[src/rtl/scp_pkg.sv]
// shared types and constants for the steering pd servo command block
`default_nettype none
package scp_pkg;

	// register indexes on the configuration channel
	localparam logic [1:0] CFG_DERIV_GAIN  = 2'd0;
	localparam logic [1:0] CFG_PROP_GAIN   = 2'd1;
	localparam logic [1:0] CFG_CENTER_LINE = 2'd2;

	localparam int CFG_INDEX_W = 2;
	localparam int CFG_DATA_W  = 10;

	// register reset values (prop gain 328 is 1.28 in q8)
	localparam logic [3:0] DERIV_GAIN_RESET  = 4'd0;
	localparam logic [9:0] PROP_GAIN_RESET   = 10'd328;
	localparam logic [7:0] CENTER_LINE_RESET = 8'd86;

	// command shaping
	localparam logic signed [15:0] RAW_LIMIT = 16'sd98;
	localparam logic [7:0] CMD_MID     = 8'd100;
	localparam logic [7:0] FULL_LEFT   = 8'd198;
	localparam logic [7:0] FULL_RIGHT  = 8'd2;
	localparam logic [7:0] LEFT_BELOW  = 8'd160;
	localparam logic [7:0] RIGHT_ABOVE = 8'd40;
	localparam logic [7:0] CMD_MAX     = 8'd200;

	// servo pwm mapping: base + cmd * span / cmd_max
	localparam logic [15:0] PWM_BASE  = 16'd1637;
	localparam logic [15:0] PWM_SPAN  = 16'd476;
	localparam logic [15:0] PWM_RESET = 16'd1880;
	localparam logic [15:0] PWM_TOP   = 16'd2113;

	typedef struct packed {
		logic [7:0] line_position;
		logic       turn_left;
		logic       turn_right;
		logic       hold_command;
		logic       robust_turn;
		logic [7:0] robust_angle;
		logic       output_enable;
	} in_item_t;

	typedef struct packed {
		logic [7:0]  steer_command;
		logic [15:0] pwm_compare;
		logic        pwm_updated;
	} out_item_t;

	typedef struct packed {
		logic [CFG_INDEX_W-1:0] index;
		logic [CFG_DATA_W-1:0]  data;
	} cfg_item_t;

endpackage
`default_nettype wire

[src/rtl/scp_in_if.sv]
// frame input channel
`default_nettype none
interface scp_in_if;
	logic               valid;
	logic               ready;
	scp_pkg::in_item_t  data;

	modport source (output valid, output data, input ready);
	modport sink   (input valid, input data, output ready);
endinterface
`default_nettype wire

[src/rtl/scp_out_if.sv]
// steering result channel
`default_nettype none
interface scp_out_if;
	logic               valid;
	logic               ready;
	scp_pkg::out_item_t data;

	modport source (output valid, output data, input ready);
	modport sink   (input valid, input data, output ready);
endinterface
`default_nettype wire

[src/rtl/scp_cfg_if.sv]
// configuration write channel
`default_nettype none
interface scp_cfg_if;
	logic               valid;
	logic               ready;
	scp_pkg::cfg_item_t data;

	modport source (output valid, output data, input ready);
	modport sink   (input valid, input data, output ready);
endinterface
`default_nettype wire

[src/rtl/steering_pd_servo_command.sv]
// steering pd servo command: top level with shift-add datapath
//
// usage
//   line_in  : one beat per camera frame with the measured line position and
//              the override flags (turn left/right, hold, robust turn, enable)
//   cmd_out  : one beat per input beat with the held steering command, the
//              applied servo pwm compare value and whether it was refreshed
//   cfg      : register writes (0 deriv gain, 1 prop gain q8, 2 centre line),
//              always ready, to be used only while the block is idle
// timing
//   a shared shift-add unit takes one multiplier bit per cycle, in turn for the
//   derivative gain, the proportional gain and the pwm span, then 9 restoring
//   divide steps by 200 give the pwm offset one bit a cycle
//   the result is loaded into the output register from the done state; a new
//   beat can be taken in the next cycle, so frames are taken one at a time
// reset
//   arst_n clears the state: previous line 0, held command 0, compare 1880,
//   registers back to 0 / 328 / 86, no result pending
// back-pressure
//   the output register holds a result until it is taken; the next frame is
//   still taken and computed meanwhile and waits in its last step for the
//   output register to free up
`default_nettype none
module steering_pd_servo_command (
	input  wire logic   clk,
	input  wire logic   arst_n,
	scp_in_if.sink      line_in,
	scp_out_if.source   cmd_out,
	scp_cfg_if.sink     cfg
);

	// sequencer codes
	localparam logic [2:0] ST_IDLE  = 3'd0;
	localparam logic [2:0] ST_MUL_D = 3'd1;  // deriv_gain * diff, added onto position
	localparam logic [2:0] ST_ERR   = 3'd2;  // error against centre line
	localparam logic [2:0] ST_MUL_P = 3'd3;  // prop_gain * error
	localparam logic [2:0] ST_RAW   = 3'd4;  // scale, clamp, overrides
	localparam logic [2:0] ST_MUL_C = 3'd5;  // command * pwm span
	localparam logic [2:0] ST_DIV   = 3'd6;  // divide by 200, quotient bit per cycle
	localparam logic [2:0] ST_DONE  = 3'd7;  // hand over to the output register

	localparam int           ACC_W     = 24;
	localparam int           QUOT_W    = 9;
	localparam logic [3:0]   STEPS_D   = 4'd4;
	localparam logic [3:0]   STEPS_P   = 4'd10;
	localparam logic [3:0]   STEPS_C   = 4'd8;
	localparam logic [3:0]   STEPS_DIV = 4'd9;
	// divisor aligned to the top quotient bit
	localparam logic signed [ACC_W-1:0] DIV_INIT =
		ACC_W'({8'd0, scp_pkg::CMD_MAX} << (QUOT_W - 1));

	logic [2:0] state_q;
	logic [3:0] cnt_q;

	// configuration registers
	logic [3:0] deriv_gain_q;
	logic [9:0] prop_gain_q;
	logic [7:0] center_line_q;

	// block state
	logic [7:0]  prev_line_q;
	logic [7:0]  held_cmd_q;
	logic [15:0] compare_q;

	// frame flags kept for the whole computation
	logic       left_q, right_q, hold_q, robust_q, enable_q;
	logic [7:0] angle_q;

	// shared shift-add / restoring divide datapath
	logic signed [ACC_W-1:0] acc_q;
	logic signed [ACC_W-1:0] mcand_q;
	logic [9:0]              mplier_q;

	// output register
	logic                out_valid_q;
	scp_pkg::out_item_t  out_q;

	logic in_beat, out_beat, out_free, out_load;

	assign line_in.ready = (state_q == ST_IDLE);
	assign in_beat       = line_in.valid && line_in.ready;
	assign out_beat      = out_valid_q && cmd_out.ready;
	assign out_free      = !out_valid_q || cmd_out.ready;
	assign out_load      = (state_q == ST_DONE) && out_free;
	assign cmd_out.valid = out_valid_q;
	assign cmd_out.data  = out_q;
	assign cfg.ready     = 1'b1;

	// operands of the derivative and error steps
	logic signed [9:0] diff;
	assign diff = signed'({2'b00, line_in.data.line_position}) - signed'({2'b00, prev_line_q});

	logic signed [ACC_W-1:0] err;
	assign err = signed'({{(ACC_W-8){1'b0}}, center_line_q}) - acc_q;

	// one step of the shift-add unit
	logic signed [ACC_W-1:0] acc_add;
	assign acc_add = mplier_q[0] ? (acc_q + mcand_q) : acc_q;

	// scale by 1/256 truncating toward zero, clamp, recentre
	logic signed [ACC_W-1:0] raw_round;
	logic signed [15:0]      raw_div;
	logic signed [15:0]      raw_clip;
	logic [7:0]              raw_cmd;
	logic [7:0]              turn_cmd;
	logic [7:0]              new_held;
	logic [7:0]              pwm_cmd;

	assign raw_round = acc_q + (acc_q[ACC_W-1] ? ACC_W'(255) : ACC_W'(0));
	assign raw_div   = raw_round[ACC_W-1:8];

	always_comb begin
		priority if (raw_div > scp_pkg::RAW_LIMIT) begin
			raw_clip = scp_pkg::RAW_LIMIT;
		end else if (raw_div < -scp_pkg::RAW_LIMIT) begin
			raw_clip = -scp_pkg::RAW_LIMIT;
		end else begin
			raw_clip = raw_div;
		end
	end

	assign raw_cmd = raw_clip[7:0] + scp_pkg::CMD_MID;

	// turn overrides: left first, right wins where its condition holds
	always_comb begin
		turn_cmd = raw_cmd;
		if (left_q && (turn_cmd == scp_pkg::FULL_LEFT || turn_cmd < scp_pkg::LEFT_BELOW)) begin
			turn_cmd = scp_pkg::FULL_LEFT;
		end
		if (right_q && (turn_cmd == scp_pkg::FULL_RIGHT || turn_cmd > scp_pkg::RIGHT_ABOVE)) begin
			turn_cmd = scp_pkg::FULL_RIGHT;
		end
	end

	always_comb begin
		new_held = hold_q ? held_cmd_q : turn_cmd;
		if (robust_q) begin
			new_held = angle_q;
		end
	end

	assign pwm_cmd = (new_held > scp_pkg::CMD_MAX) ? scp_pkg::CMD_MAX : new_held;

	logic [15:0] pwm_new;
	assign pwm_new = scp_pkg::PWM_BASE + {7'd0, mplier_q[QUOT_W-1:0]};

	// configuration writes
	always_ff @(posedge clk or negedge arst_n) begin
		if (!arst_n) begin
			deriv_gain_q  <= scp_pkg::DERIV_GAIN_RESET;
			prop_gain_q   <= scp_pkg::PROP_GAIN_RESET;
			center_line_q <= scp_pkg::CENTER_LINE_RESET;
		end else if (cfg.valid && cfg.ready) begin
			unique case (cfg.data.index)
				scp_pkg::CFG_DERIV_GAIN:  deriv_gain_q  <= cfg.data.data[3:0];
				scp_pkg::CFG_PROP_GAIN:   prop_gain_q   <= cfg.data.data[9:0];
				scp_pkg::CFG_CENTER_LINE: center_line_q <= cfg.data.data[7:0];
				default: ;
			endcase
		end
	end

	// sequencer and control state
	always_ff @(posedge clk or negedge arst_n) begin
		if (!arst_n) begin
			state_q     <= ST_IDLE;
			cnt_q       <= 4'd0;
			prev_line_q <= 8'd0;
			held_cmd_q  <= 8'd0;
			compare_q   <= scp_pkg::PWM_RESET;
			out_valid_q <= 1'b0;
		end else begin
			// a new result replaces the one taken in the same cycle
			if (out_load) begin
				out_valid_q <= 1'b1;
			end else if (out_beat) begin
				out_valid_q <= 1'b0;
			end
			unique case (state_q)
				ST_IDLE: begin
					if (in_beat) begin
						prev_line_q <= line_in.data.line_position;
						cnt_q       <= STEPS_D;
						state_q     <= ST_MUL_D;
					end
				end
				ST_MUL_D: begin
					cnt_q <= cnt_q - 4'd1;
					if (cnt_q == 4'd1) begin
						state_q <= ST_ERR;
					end
				end
				ST_ERR: begin
					cnt_q   <= STEPS_P;
					state_q <= ST_MUL_P;
				end
				ST_MUL_P: begin
					cnt_q <= cnt_q - 4'd1;
					if (cnt_q == 4'd1) begin
						state_q <= ST_RAW;
					end
				end
				ST_RAW: begin
					held_cmd_q <= new_held;
					cnt_q      <= STEPS_C;
					state_q    <= ST_MUL_C;
				end
				ST_MUL_C: begin
					if (cnt_q == 4'd1) begin
						cnt_q   <= STEPS_DIV;
						state_q <= ST_DIV;
					end else begin
						cnt_q <= cnt_q - 4'd1;
					end
				end
				ST_DIV: begin
					cnt_q <= cnt_q - 4'd1;
					if (cnt_q == 4'd1) begin
						state_q <= ST_DONE;
					end
				end
				ST_DONE: begin
					if (out_free) begin
						if (enable_q) begin
							compare_q <= pwm_new;
						end
						state_q <= ST_IDLE;
					end
				end
				default: state_q <= ST_IDLE;
			endcase
		end
	end

	// datapath and payload registers
	always_ff @(posedge clk) begin
		unique case (state_q)
			ST_IDLE: begin
				if (in_beat) begin
					left_q   <= line_in.data.turn_left;
					right_q  <= line_in.data.turn_right;
					hold_q   <= line_in.data.hold_command;
					robust_q <= line_in.data.robust_turn;
					angle_q  <= line_in.data.robust_angle;
					enable_q <= line_in.data.output_enable;
					acc_q    <= signed'({{(ACC_W-8){1'b0}}, line_in.data.line_position});
					mcand_q  <= ACC_W'(diff);
					mplier_q <= {6'd0, deriv_gain_q};
				end
			end
			ST_MUL_D, ST_MUL_P: begin
				acc_q    <= acc_add;
				mcand_q  <= mcand_q <<< 1;
				mplier_q <= mplier_q >> 1;
			end
			ST_ERR: begin
				mcand_q  <= err;
				mplier_q <= prop_gain_q;
				acc_q    <= '0;
			end
			ST_RAW: begin
				mcand_q  <= signed'(ACC_W'(scp_pkg::PWM_SPAN));
				mplier_q <= {2'd0, pwm_cmd};
				acc_q    <= '0;
			end
			ST_MUL_C: begin
				acc_q <= acc_add;
				if (cnt_q == 4'd1) begin
					mcand_q  <= DIV_INIT;
					mplier_q <= '0;
				end else begin
					mcand_q  <= mcand_q <<< 1;
					mplier_q <= mplier_q >> 1;
				end
			end
			ST_DIV: begin
				if (acc_q >= mcand_q) begin
					acc_q    <= acc_q - mcand_q;
					mplier_q <= {mplier_q[8:0], 1'b1};
				end else begin
					mplier_q <= {mplier_q[8:0], 1'b0};
				end
				mcand_q <= mcand_q >>> 1;
			end
			ST_DONE: begin
				if (out_free) begin
					out_q.steer_command <= held_cmd_q;
					out_q.pwm_compare   <= enable_q ? pwm_new : compare_q;
					out_q.pwm_updated   <= enable_q;
				end
			end
			default: ;
		endcase
	end

endmodule
`default_nettype wire

[src/flat_wrapper.sv]
// flat-port wrapper written by rule: the top's interface ports become plain ports
module steering_pd_servo_command_flat 
  (clk, arst_n, line_in_valid, line_in_data, line_in_ready, cmd_out_valid, cmd_out_data, cmd_out_ready, cfg_valid, cfg_data, cfg_ready);
  scp_in_if line_in_i ();
  scp_out_if cmd_out_i ();
  scp_cfg_if cfg_i ();
  input  wire logic clk;
  input  wire logic arst_n;
  input wire logic [$bits(line_in_i.valid)-1:0] line_in_valid;
  input wire logic [$bits(line_in_i.data)-1:0] line_in_data;
  output wire logic [$bits(line_in_i.ready)-1:0] line_in_ready;
  output wire logic [$bits(cmd_out_i.valid)-1:0] cmd_out_valid;
  output wire logic [$bits(cmd_out_i.data)-1:0] cmd_out_data;
  input wire logic [$bits(cmd_out_i.ready)-1:0] cmd_out_ready;
  input wire logic [$bits(cfg_i.valid)-1:0] cfg_valid;
  input wire logic [$bits(cfg_i.data)-1:0] cfg_data;
  output wire logic [$bits(cfg_i.ready)-1:0] cfg_ready;
  assign line_in_i.valid = line_in_valid;
  assign line_in_i.data = line_in_data;
  assign line_in_ready = line_in_i.ready;
  assign cmd_out_valid = cmd_out_i.valid;
  assign cmd_out_data = cmd_out_i.data;
  assign cmd_out_i.ready = cmd_out_ready;
  assign cfg_i.valid = cfg_valid;
  assign cfg_i.data = cfg_data;
  assign cfg_ready = cfg_i.ready;
  steering_pd_servo_command u_core (.clk(clk), .arst_n(arst_n), .line_in(line_in_i), .cmd_out(cmd_out_i), .cfg(cfg_i));
endmodule
[config.mk]
export PLATFORM = sky130hd
export DESIGN_NAME = steering_pd_servo_command_flat
export DESIGN_NICKNAME = d
export VERILOG_FILES = /design/src/rtl/scp_pkg.sv /design/src/rtl/scp_in_if.sv /design/src/rtl/scp_out_if.sv /design/src/rtl/scp_cfg_if.sv /design/src/rtl/steering_pd_servo_command.sv /design/src/flat_wrapper.sv
export SDC_FILE = /design/constraint.sdc
export NUM_CORES = 1
export LEC_CHECK = 0
export BUFFER_PORTS_ARGS = -buffer_cell sky130_fd_sc_hd__buf_4
export CAP_MARGIN = 5
export CORE_MARGIN = 10
export CORE_UTILIZATION = 64
export CTS_BUF_LIST = sky130_fd_sc_hd__clkbuf_4
export DETAILED_ROUTE_END_ITERATION = 16
export PLACE_DENSITY = 0.83
export SKIP_LAST_GASP = 1
export SLEW_MARGIN = 20
export SYNTH_ARGS = -nofsm -noshare
export SYNTH_HDL_FRONTEND = slang
export SYNTH_SLANG_ARGS = --single-unit
[constraint.sdc]
create_clock -name clk -period 6.1 [get_ports clk]
set_input_delay 0 -clock clk [delete_from_list [all_inputs] [get_ports clk]]
set_output_delay 0 -clock clk [all_outputs]
set_load 0.05 [all_outputs]
After elaboration in Yosys (flattened, before gate mapping)
Cells that the tools add are included.
- add/sub/neg operators: 8
- magnitude comparators: 6
- equality and inequality tests: 20
- mux-type cells: 32
- bitwise logic cells: 1
- reduce and logical (&&, ||, !) cells: 30
- operators by type and width (operator ; count):
    one-hot mux 24 bit (6 select lines) ; 1
    two-way mux 24 bit ; 5
    one-hot mux 24 bit (4 select lines) ; 1
    two-way mux 8 bit ; 8
    one-hot mux 10 bit (6 select lines) ; 1
    adder 24 bit ; 1
    adder 24 x 9 -> 24 bit ; 1
    >= comparator 24 bit ; 1
    one-hot mux 3 bit (8 select lines) ; 1
    subtractor 24 bit ; 1
    subtractor 9 x 24 -> 24 bit ; 1
    one-hot mux 4 bit (5 select lines) ; 1
    two-way mux 3 bit ; 6
    > comparator 16 x 8 -> 1 bit, second input constant ; 1
    < comparator 16 x 8 -> 1 bit, second input constant ; 1
    two-way mux 16 bit ; 1
    inequality test 2 x 1 -> 1 bit, second input constant ; 7
    AND reduction 2 bit ; 7
    adder 11 x 9 -> 12 bit, first input constant ; 1
    equality test 3 bit, second input constant ; 4
    two-way mux 10 bit ; 1
    nonzero test 5 bit ; 2
    two-way mux 9 bit ; 1
    subtractor 8 x 8 -> 9 bit ; 1
    other kinds (29) ; 41
- register bits: 158
- bits of input ports: 38
- word-level logic and storage cells: 119

Logic depth before layout (Yosys ltp)
- depth in word-level cells: 19
- mapped depth: 24
- gate-level depth less buffers: 22

Least setup slack after synthesis
No wires, ideal clock.
- kind: register to register
- start point: reg u_core.state_q[0]
- end point: reg u_core.acc_q[0] (enable)
- data arrival time: 5.434 ns
- required time: 5.687 ns
- path slack: 0.253 ns
- stages on the path, launching flop included: 8
- path buffers: 0
- clock period less this slack: 5.847 ns
- cell sequence: dfrtp_1 > inv_1 > ha_1 > nor2b_1 > nand2b_1 > a21boi_0 > o21ai_0 > a21oi_1
- word-level cells in the longest chain between the ends: 4
- elaborated cells between the ends (all ways): 15
- RTL lines (element ; line ; source):
    start: declaration ; steering_pd_servo_command.sv:52 ; logic [2:0] state_q;
    start signal: assignment ; steering_pd_servo_command.sv:166 ; state_q <= ST_IDLE;
    start signal: assignment ; steering_pd_servo_command.sv:184 ; state_q <= ST_MUL_D;
    start signal: assignment ; steering_pd_servo_command.sv:190 ; state_q <= ST_ERR;
    logical NOT 3 bit (*) ; steering_pd_servo_command.sv:80 ; assign line_in.ready = (state_q == ST_IDLE);
    net line_in_ready ; flat_wrapper.sv:11 ; output wire logic [$bits(line_in_i.ready)-1:0] line_in_ready;
    logical AND 1 bit ; steering_pd_servo_command.sv:81 ; assign in_beat = line_in.valid && line_in.ready;
    inequality test 2 bit (no source line) ; n/a ;
    AND reduction 4 bit (no source line) (*) ; n/a ;
    end signal: assignment ; steering_pd_servo_command.sv:246 ; acc_q <= signed'({{(ACC_W-8){1'b0}}, line_in.data.line_position});
    end signal: assignment ; steering_pd_servo_command.sv:278 ; acc_q <= acc_q - mcand_q;
    end: declaration ; steering_pd_servo_command.sv:70 ; logic signed [ACC_W-1:0] acc_q;
Mark *: on every way through the listed nets, which the timed path passes. The rest lies on a longest branch.
A chain may end at the register's enable or synchronous reset.

Final worst setup path
- start point: reg u_core.acc_q[23]
- end point: reg u_core.mplier_q[2] (data pin)
- word-level cells in the longest chain between the ends: 19
- elaborated cells between the ends (all ways): 22
- RTL lines (element ; line ; source):
    two-way mux 8 bit ; steering_pd_servo_command.sv:109 ; assign raw_round = acc_q + (acc_q[ACC_W-1] ? ACC_W'(255) : ACC_W'(0));
    adder 24 x 9 -> 24 bit (*) ; steering_pd_servo_command.sv:109 ;
    < comparator 16 x 8 -> 1 bit ; steering_pd_servo_command.sv:115 ; end else if (raw_div < -scp_pkg::RAW_LIMIT) begin
    two-way mux 8 bit ; steering_pd_servo_command.sv:115 ;
    two-way mux 8 bit (*) ; steering_pd_servo_command.sv:113 ; priority if (raw_div > scp_pkg::RAW_LIMIT) begin
    adder 8 x 7 -> 8 bit (*) ; steering_pd_servo_command.sv:122 ; assign raw_cmd = raw_clip[7:0] + scp_pkg::CMD_MID;
    < comparator 8 bit or equality test 8 bit (tied branches) ; steering_pd_servo_command.sv:127 ; if (left_q && (turn_cmd == scp_pkg::FULL_LEFT || turn_cmd < scp_pkg::LEFT_BELOW)) begin
    logical OR 1 bit ; steering_pd_servo_command.sv:127 ;
    (+3 left out) ; n/a ;
    logical OR 1 bit ; steering_pd_servo_command.sv:130 ; if (right_q && (turn_cmd == scp_pkg::FULL_RIGHT || turn_cmd > scp_pkg::RIGHT_ABOVE)) begin
    logical AND 1 bit ; steering_pd_servo_command.sv:130 ;
    two-way mux 8 bit (*) ; steering_pd_servo_command.sv:130 ;
    two-way mux 8 bit (*) ; steering_pd_servo_command.sv:136 ; new_held = hold_q ? held_cmd_q : turn_cmd;
    two-way mux 8 bit (*) ; steering_pd_servo_command.sv:137 ; if (robust_q) begin
    > comparator 8 bit ; steering_pd_servo_command.sv:142 ; assign pwm_cmd = (new_held > scp_pkg::CMD_MAX) ? scp_pkg::CMD_MAX : new_held;
    two-way mux 8 bit (*) ; steering_pd_servo_command.sv:142 ;
    one-hot mux 10 bit (6 select lines) (*) ; steering_pd_servo_command.sv:237 ; unique case (state_q)
    end signal: assignment ; steering_pd_servo_command.sv:248 ; mplier_q <= {6'd0, deriv_gain_q};
    end signal: assignment ; steering_pd_servo_command.sv:254 ; mplier_q <= mplier_q >> 1;
    end signal: assignment ; steering_pd_servo_command.sv:258 ; mplier_q <= prop_gain_q;
    end: declaration ; steering_pd_servo_command.sv:72 ; logic [9:0] mplier_q;
Every way passes the cells marked *; elsewhere a longest branch is shown, timed or not.

==> out/results.ini <==
[global_route]
grt_pass1_vias = 9932
grt_pass1_wl_mm = 51.8
grt_antenna_before_repair = 1
grt_max_degree = 63
gr-total-overflow = 0
grt_usage_pct = 26.8

[worst_setup_path]
crit_arrival_ns = 5.80
critPathKind = register to register
cp_num_cells = 22
worstSetupStartpoint = u_core.acc_q[23]
cpMostUsedCell = nor2_1
critical-path-max-stage-delay_ns = 0.59
cp.required_ns = 6.46
r2r-start = u_core.acc_q[23]
slowest_stage = edfxtp_1
worst_r2r_endpoint = u_core.mplier_q[2]
crit_family = compound AO/OA/AOI/OAI gates
timing.reg2reg.setup_slack_ns = 0.66
crit_path_start_kind = register
reg2reg_depth = 22
end_kind = register
crit_chain = ha_1 > nand4_1 > a21oi_4 > o31a_4 > nand4_4 > or3_1 > a211oi_2 > nor2_1 > a21o_1 > inv_1 > ha_1 > nand3_1 > a211oi_1 > a211oi_1 > nor3_1 > o21ai_0 > a21oi_1 > nor2_1 > nor2_1 > a41oi_4 > a32oi_2 > o41ai_2
worstSetupEndpoint = u_core.mplier_q[2]
critPathBufInv = 1
crit_fanout = 10

[cts]
hold_buffers = 41
cts_resized = 0
cts_max_path_buffers = 2
htree_levels = 4
cts_buffers = 17
clk_pin_slew_worst_paths_ns = 0.17
post_cts_buffers = 0
cts.sinks = 158
root_buffer = clkbuf_4
cts_tree = built
clock_latency_ns = 0.61

[detailed_routing]
top_layer_used = met4
wl_met1_mm = 13.0
wirelength_mm = 32.1
vias = 10100
met2_length_mm = 15.4
ant_nets = 0
route.detailed.drc = 0
drt_pass1_iterations = 8
wl_per_cell_um = 21.1
dr.first_iter.drc_count = 1243
viasPerCell = 6.65
dr_wl_met3_mm = 2.91

[floorplanning]
rows = 48
core_um2 = 17300
ioPinCount = 66
dieArea_um2 = 23300
die_h_um = 153
die_w_um = 153
start_util_pct = 65.2

[synthesis]
yosysSeqAreaShare_pct = 39.5
synth-compound-area-share_pct = 24.1
synth_edf_count = 96
synth_xor_area_share_pct = 3.03
synthAdderAreaFrac_pct = 9.48
synth-simple-area-share_pct = 14.9
synth_area_per_cell_um2 = 9.36
async_flop_share_pct = 39.2
yosys_most_used_dff = edfxtp_1
synth_top_family_by_area = compound AO/OA/AOI/OAI gates
synth_nets = 1326
synth-seq-cells = 158
netlist_area_um2 = 11300
ys_warn_count = 0
synth_cell_types = 88
muxShareOfSynthArea_pct = 3.57
syn_inst = 1205

[timing]
finalSetupViolCount = 0
max-slew-margin-rel_pct = 25.2
fin_setup_tns_ns = 0
fin_skew_ns = 0.0203
rsz0062_at_grt = false
hold_viol = 0
period_share_pct = 89.2
min_period_ns = 5.44
worstMarginPinSlew_ns = 1.11
drv_slew = 0
max_freq_mhz = 184

[run_status]
status = finished clean

[placed_design]
post-dp-hpwl_mm = 22.3
dp_cells = 1447
placed_area_um2 = 11900
portBuffers = 64
gp_congestion = 0.939

[layout]
drive_above_1_share_pct = 14.9
final_nets = 1403
final_core_util_pct = 73.2
final_common_cell = nand2_1
final_area_um2 = 12700
stdcell_count = 1521
syn_to_final_growth_pct = 12.3
layout_common_cells = 108 x nand2_1, 96 x edfxtp_1, 93 x inv_1, 93 x a21oi_1, 89 x o21ai_0

[min_path]
hold_path.class = input port to asynchronous set/reset pin

[flow_run]
drv_cap = 0

==> final cells by class <==
cell class	instances	area (um^2)
multi-input combinational	893	6260
timing repair buffer	119	996
inverter	93	349
clock inverter	15	188
sequential	158	4450
clock buffer	17	128
fill	1272	4640
tap	225	282
antenna	1	2.50
==> state kept, by name, indices dropped and copies added (netlist names) <==
name	flops
u_core.hold_q	1
u_core.robust_q	1
u_core.state_q	3
u_core.prev_line_q	8
u_core.right_q	1
u_core.cnt_q	4
u_core.compare_q	16
u_core.held_cmd_q	8
u_core.cmd_out.data	25
u_core.center_line_q	8
u_core.angle_q	8
u_core.prop_gain_q	10
u_core.enable_q	1
u_core.cmd_out.valid	1
u_core.mplier_q	10
u_core.left_q	1
u_core.mcand_q	24
u_core.deriv_gain_q	4
u_core.acc_q	24
==> metrics by stage <==
step           hold slack [ns]  setup slack [ns]
6_report               0.00110             0.658
5_1_grt                 0.0436             0.162
4_1_cts                 0.0195             0.721
3_5_place_dp             0.132             0.761
3_3_place_gp             0.127             0.937
2_1_floorplan           -0.296             0.253
==> synthesized netlist by cell type, types with 6 or more instances <==
cell type | number | area [um^2]
a222oi_1 | 17 | 170
dfstp_2 | 13 | 342
clkbuf_1 | 46 | 173
nand2b_1 | 12 | 75.1
a211oi_1 | 7 | 52.6
xor2_1 | 14 | 123
nor2_1 | 83 | 312
a22o_1 | 8 | 70.1
inv_1 | 93 | 349
a221oi_1 | 13 | 114
ha_1 | 79 | 988
nand3_1 | 23 | 115
or3_1 | 15 | 93.8
o21bai_1 | 12 | 90.1
a22oi_1 | 9 | 67.6
nor2b_1 | 16 | 100
dfrtp_1 | 49 | 1230
nand4_1 | 13 | 81.3
xnor2_1 | 25 | 219
o31ai_1 | 6 | 45.0
and3_1 | 7 | 43.8
a21o_1 | 16 | 120
o221ai_1 | 8 | 70.1
o22a_1 | 6 | 52.6
mux2_2 | 34 | 383
edfxtp_1 | 96 | 2880
a221o_1 | 13 | 130
and2_1 | 10 | 62.6
o21a_1 | 14 | 105
o31a_1 | 6 | 52.6
nand2_1 | 108 | 405
nor3b_1 | 6 | 45.0
o21ai_1 | 7 | 35.0
a21oi_1 | 95 | 475
nor3_1 | 28 | 140
buf_2 | 8 | 40.0
o21ai_0 | 89 | 445
a31oi_1 | 14 | 87.6
==> layer usage <==
layer  vias to the layer above  track usage, %
met1                      4906            34.8
met3                        84            6.01
met4                         0            8.22
li1                       4623               -
met2                       501            43.6
met5                         -               0
==> logic make-up after synthesis <==
family / Yosys count
muxes: 36
buffers and inverters: 154
other: 1
adders and majority gates: 83
and+or+nand+nor: 345
DFF: 158
xor gates and xnor gates: 39
AOI/OAI and AO/OA: 389
==> worst min path at each step <==
stage	startpoint	endpoint	slack [ns]	cells past startpoint
floorplan	arst_n	u_core.center_line_q[0]	-0.30	0
global placement	arst_n	u_core.held_cmd_q[4]	0.13	1
detailed placement	arst_n	u_core.held_cmd_q[4]	0.13	1
CTS	arst_n	u_core.compare_q[11]	0.02	2
global route	arst_n	u_core.compare_q[11]	0.04	2
finish	arst_n	u_core.held_cmd_q[6]	0.001	2
Power is left out: the tool's default activity adds up to more than one toggle a clock period on the data nets, which glitch-free logic cannot reach.
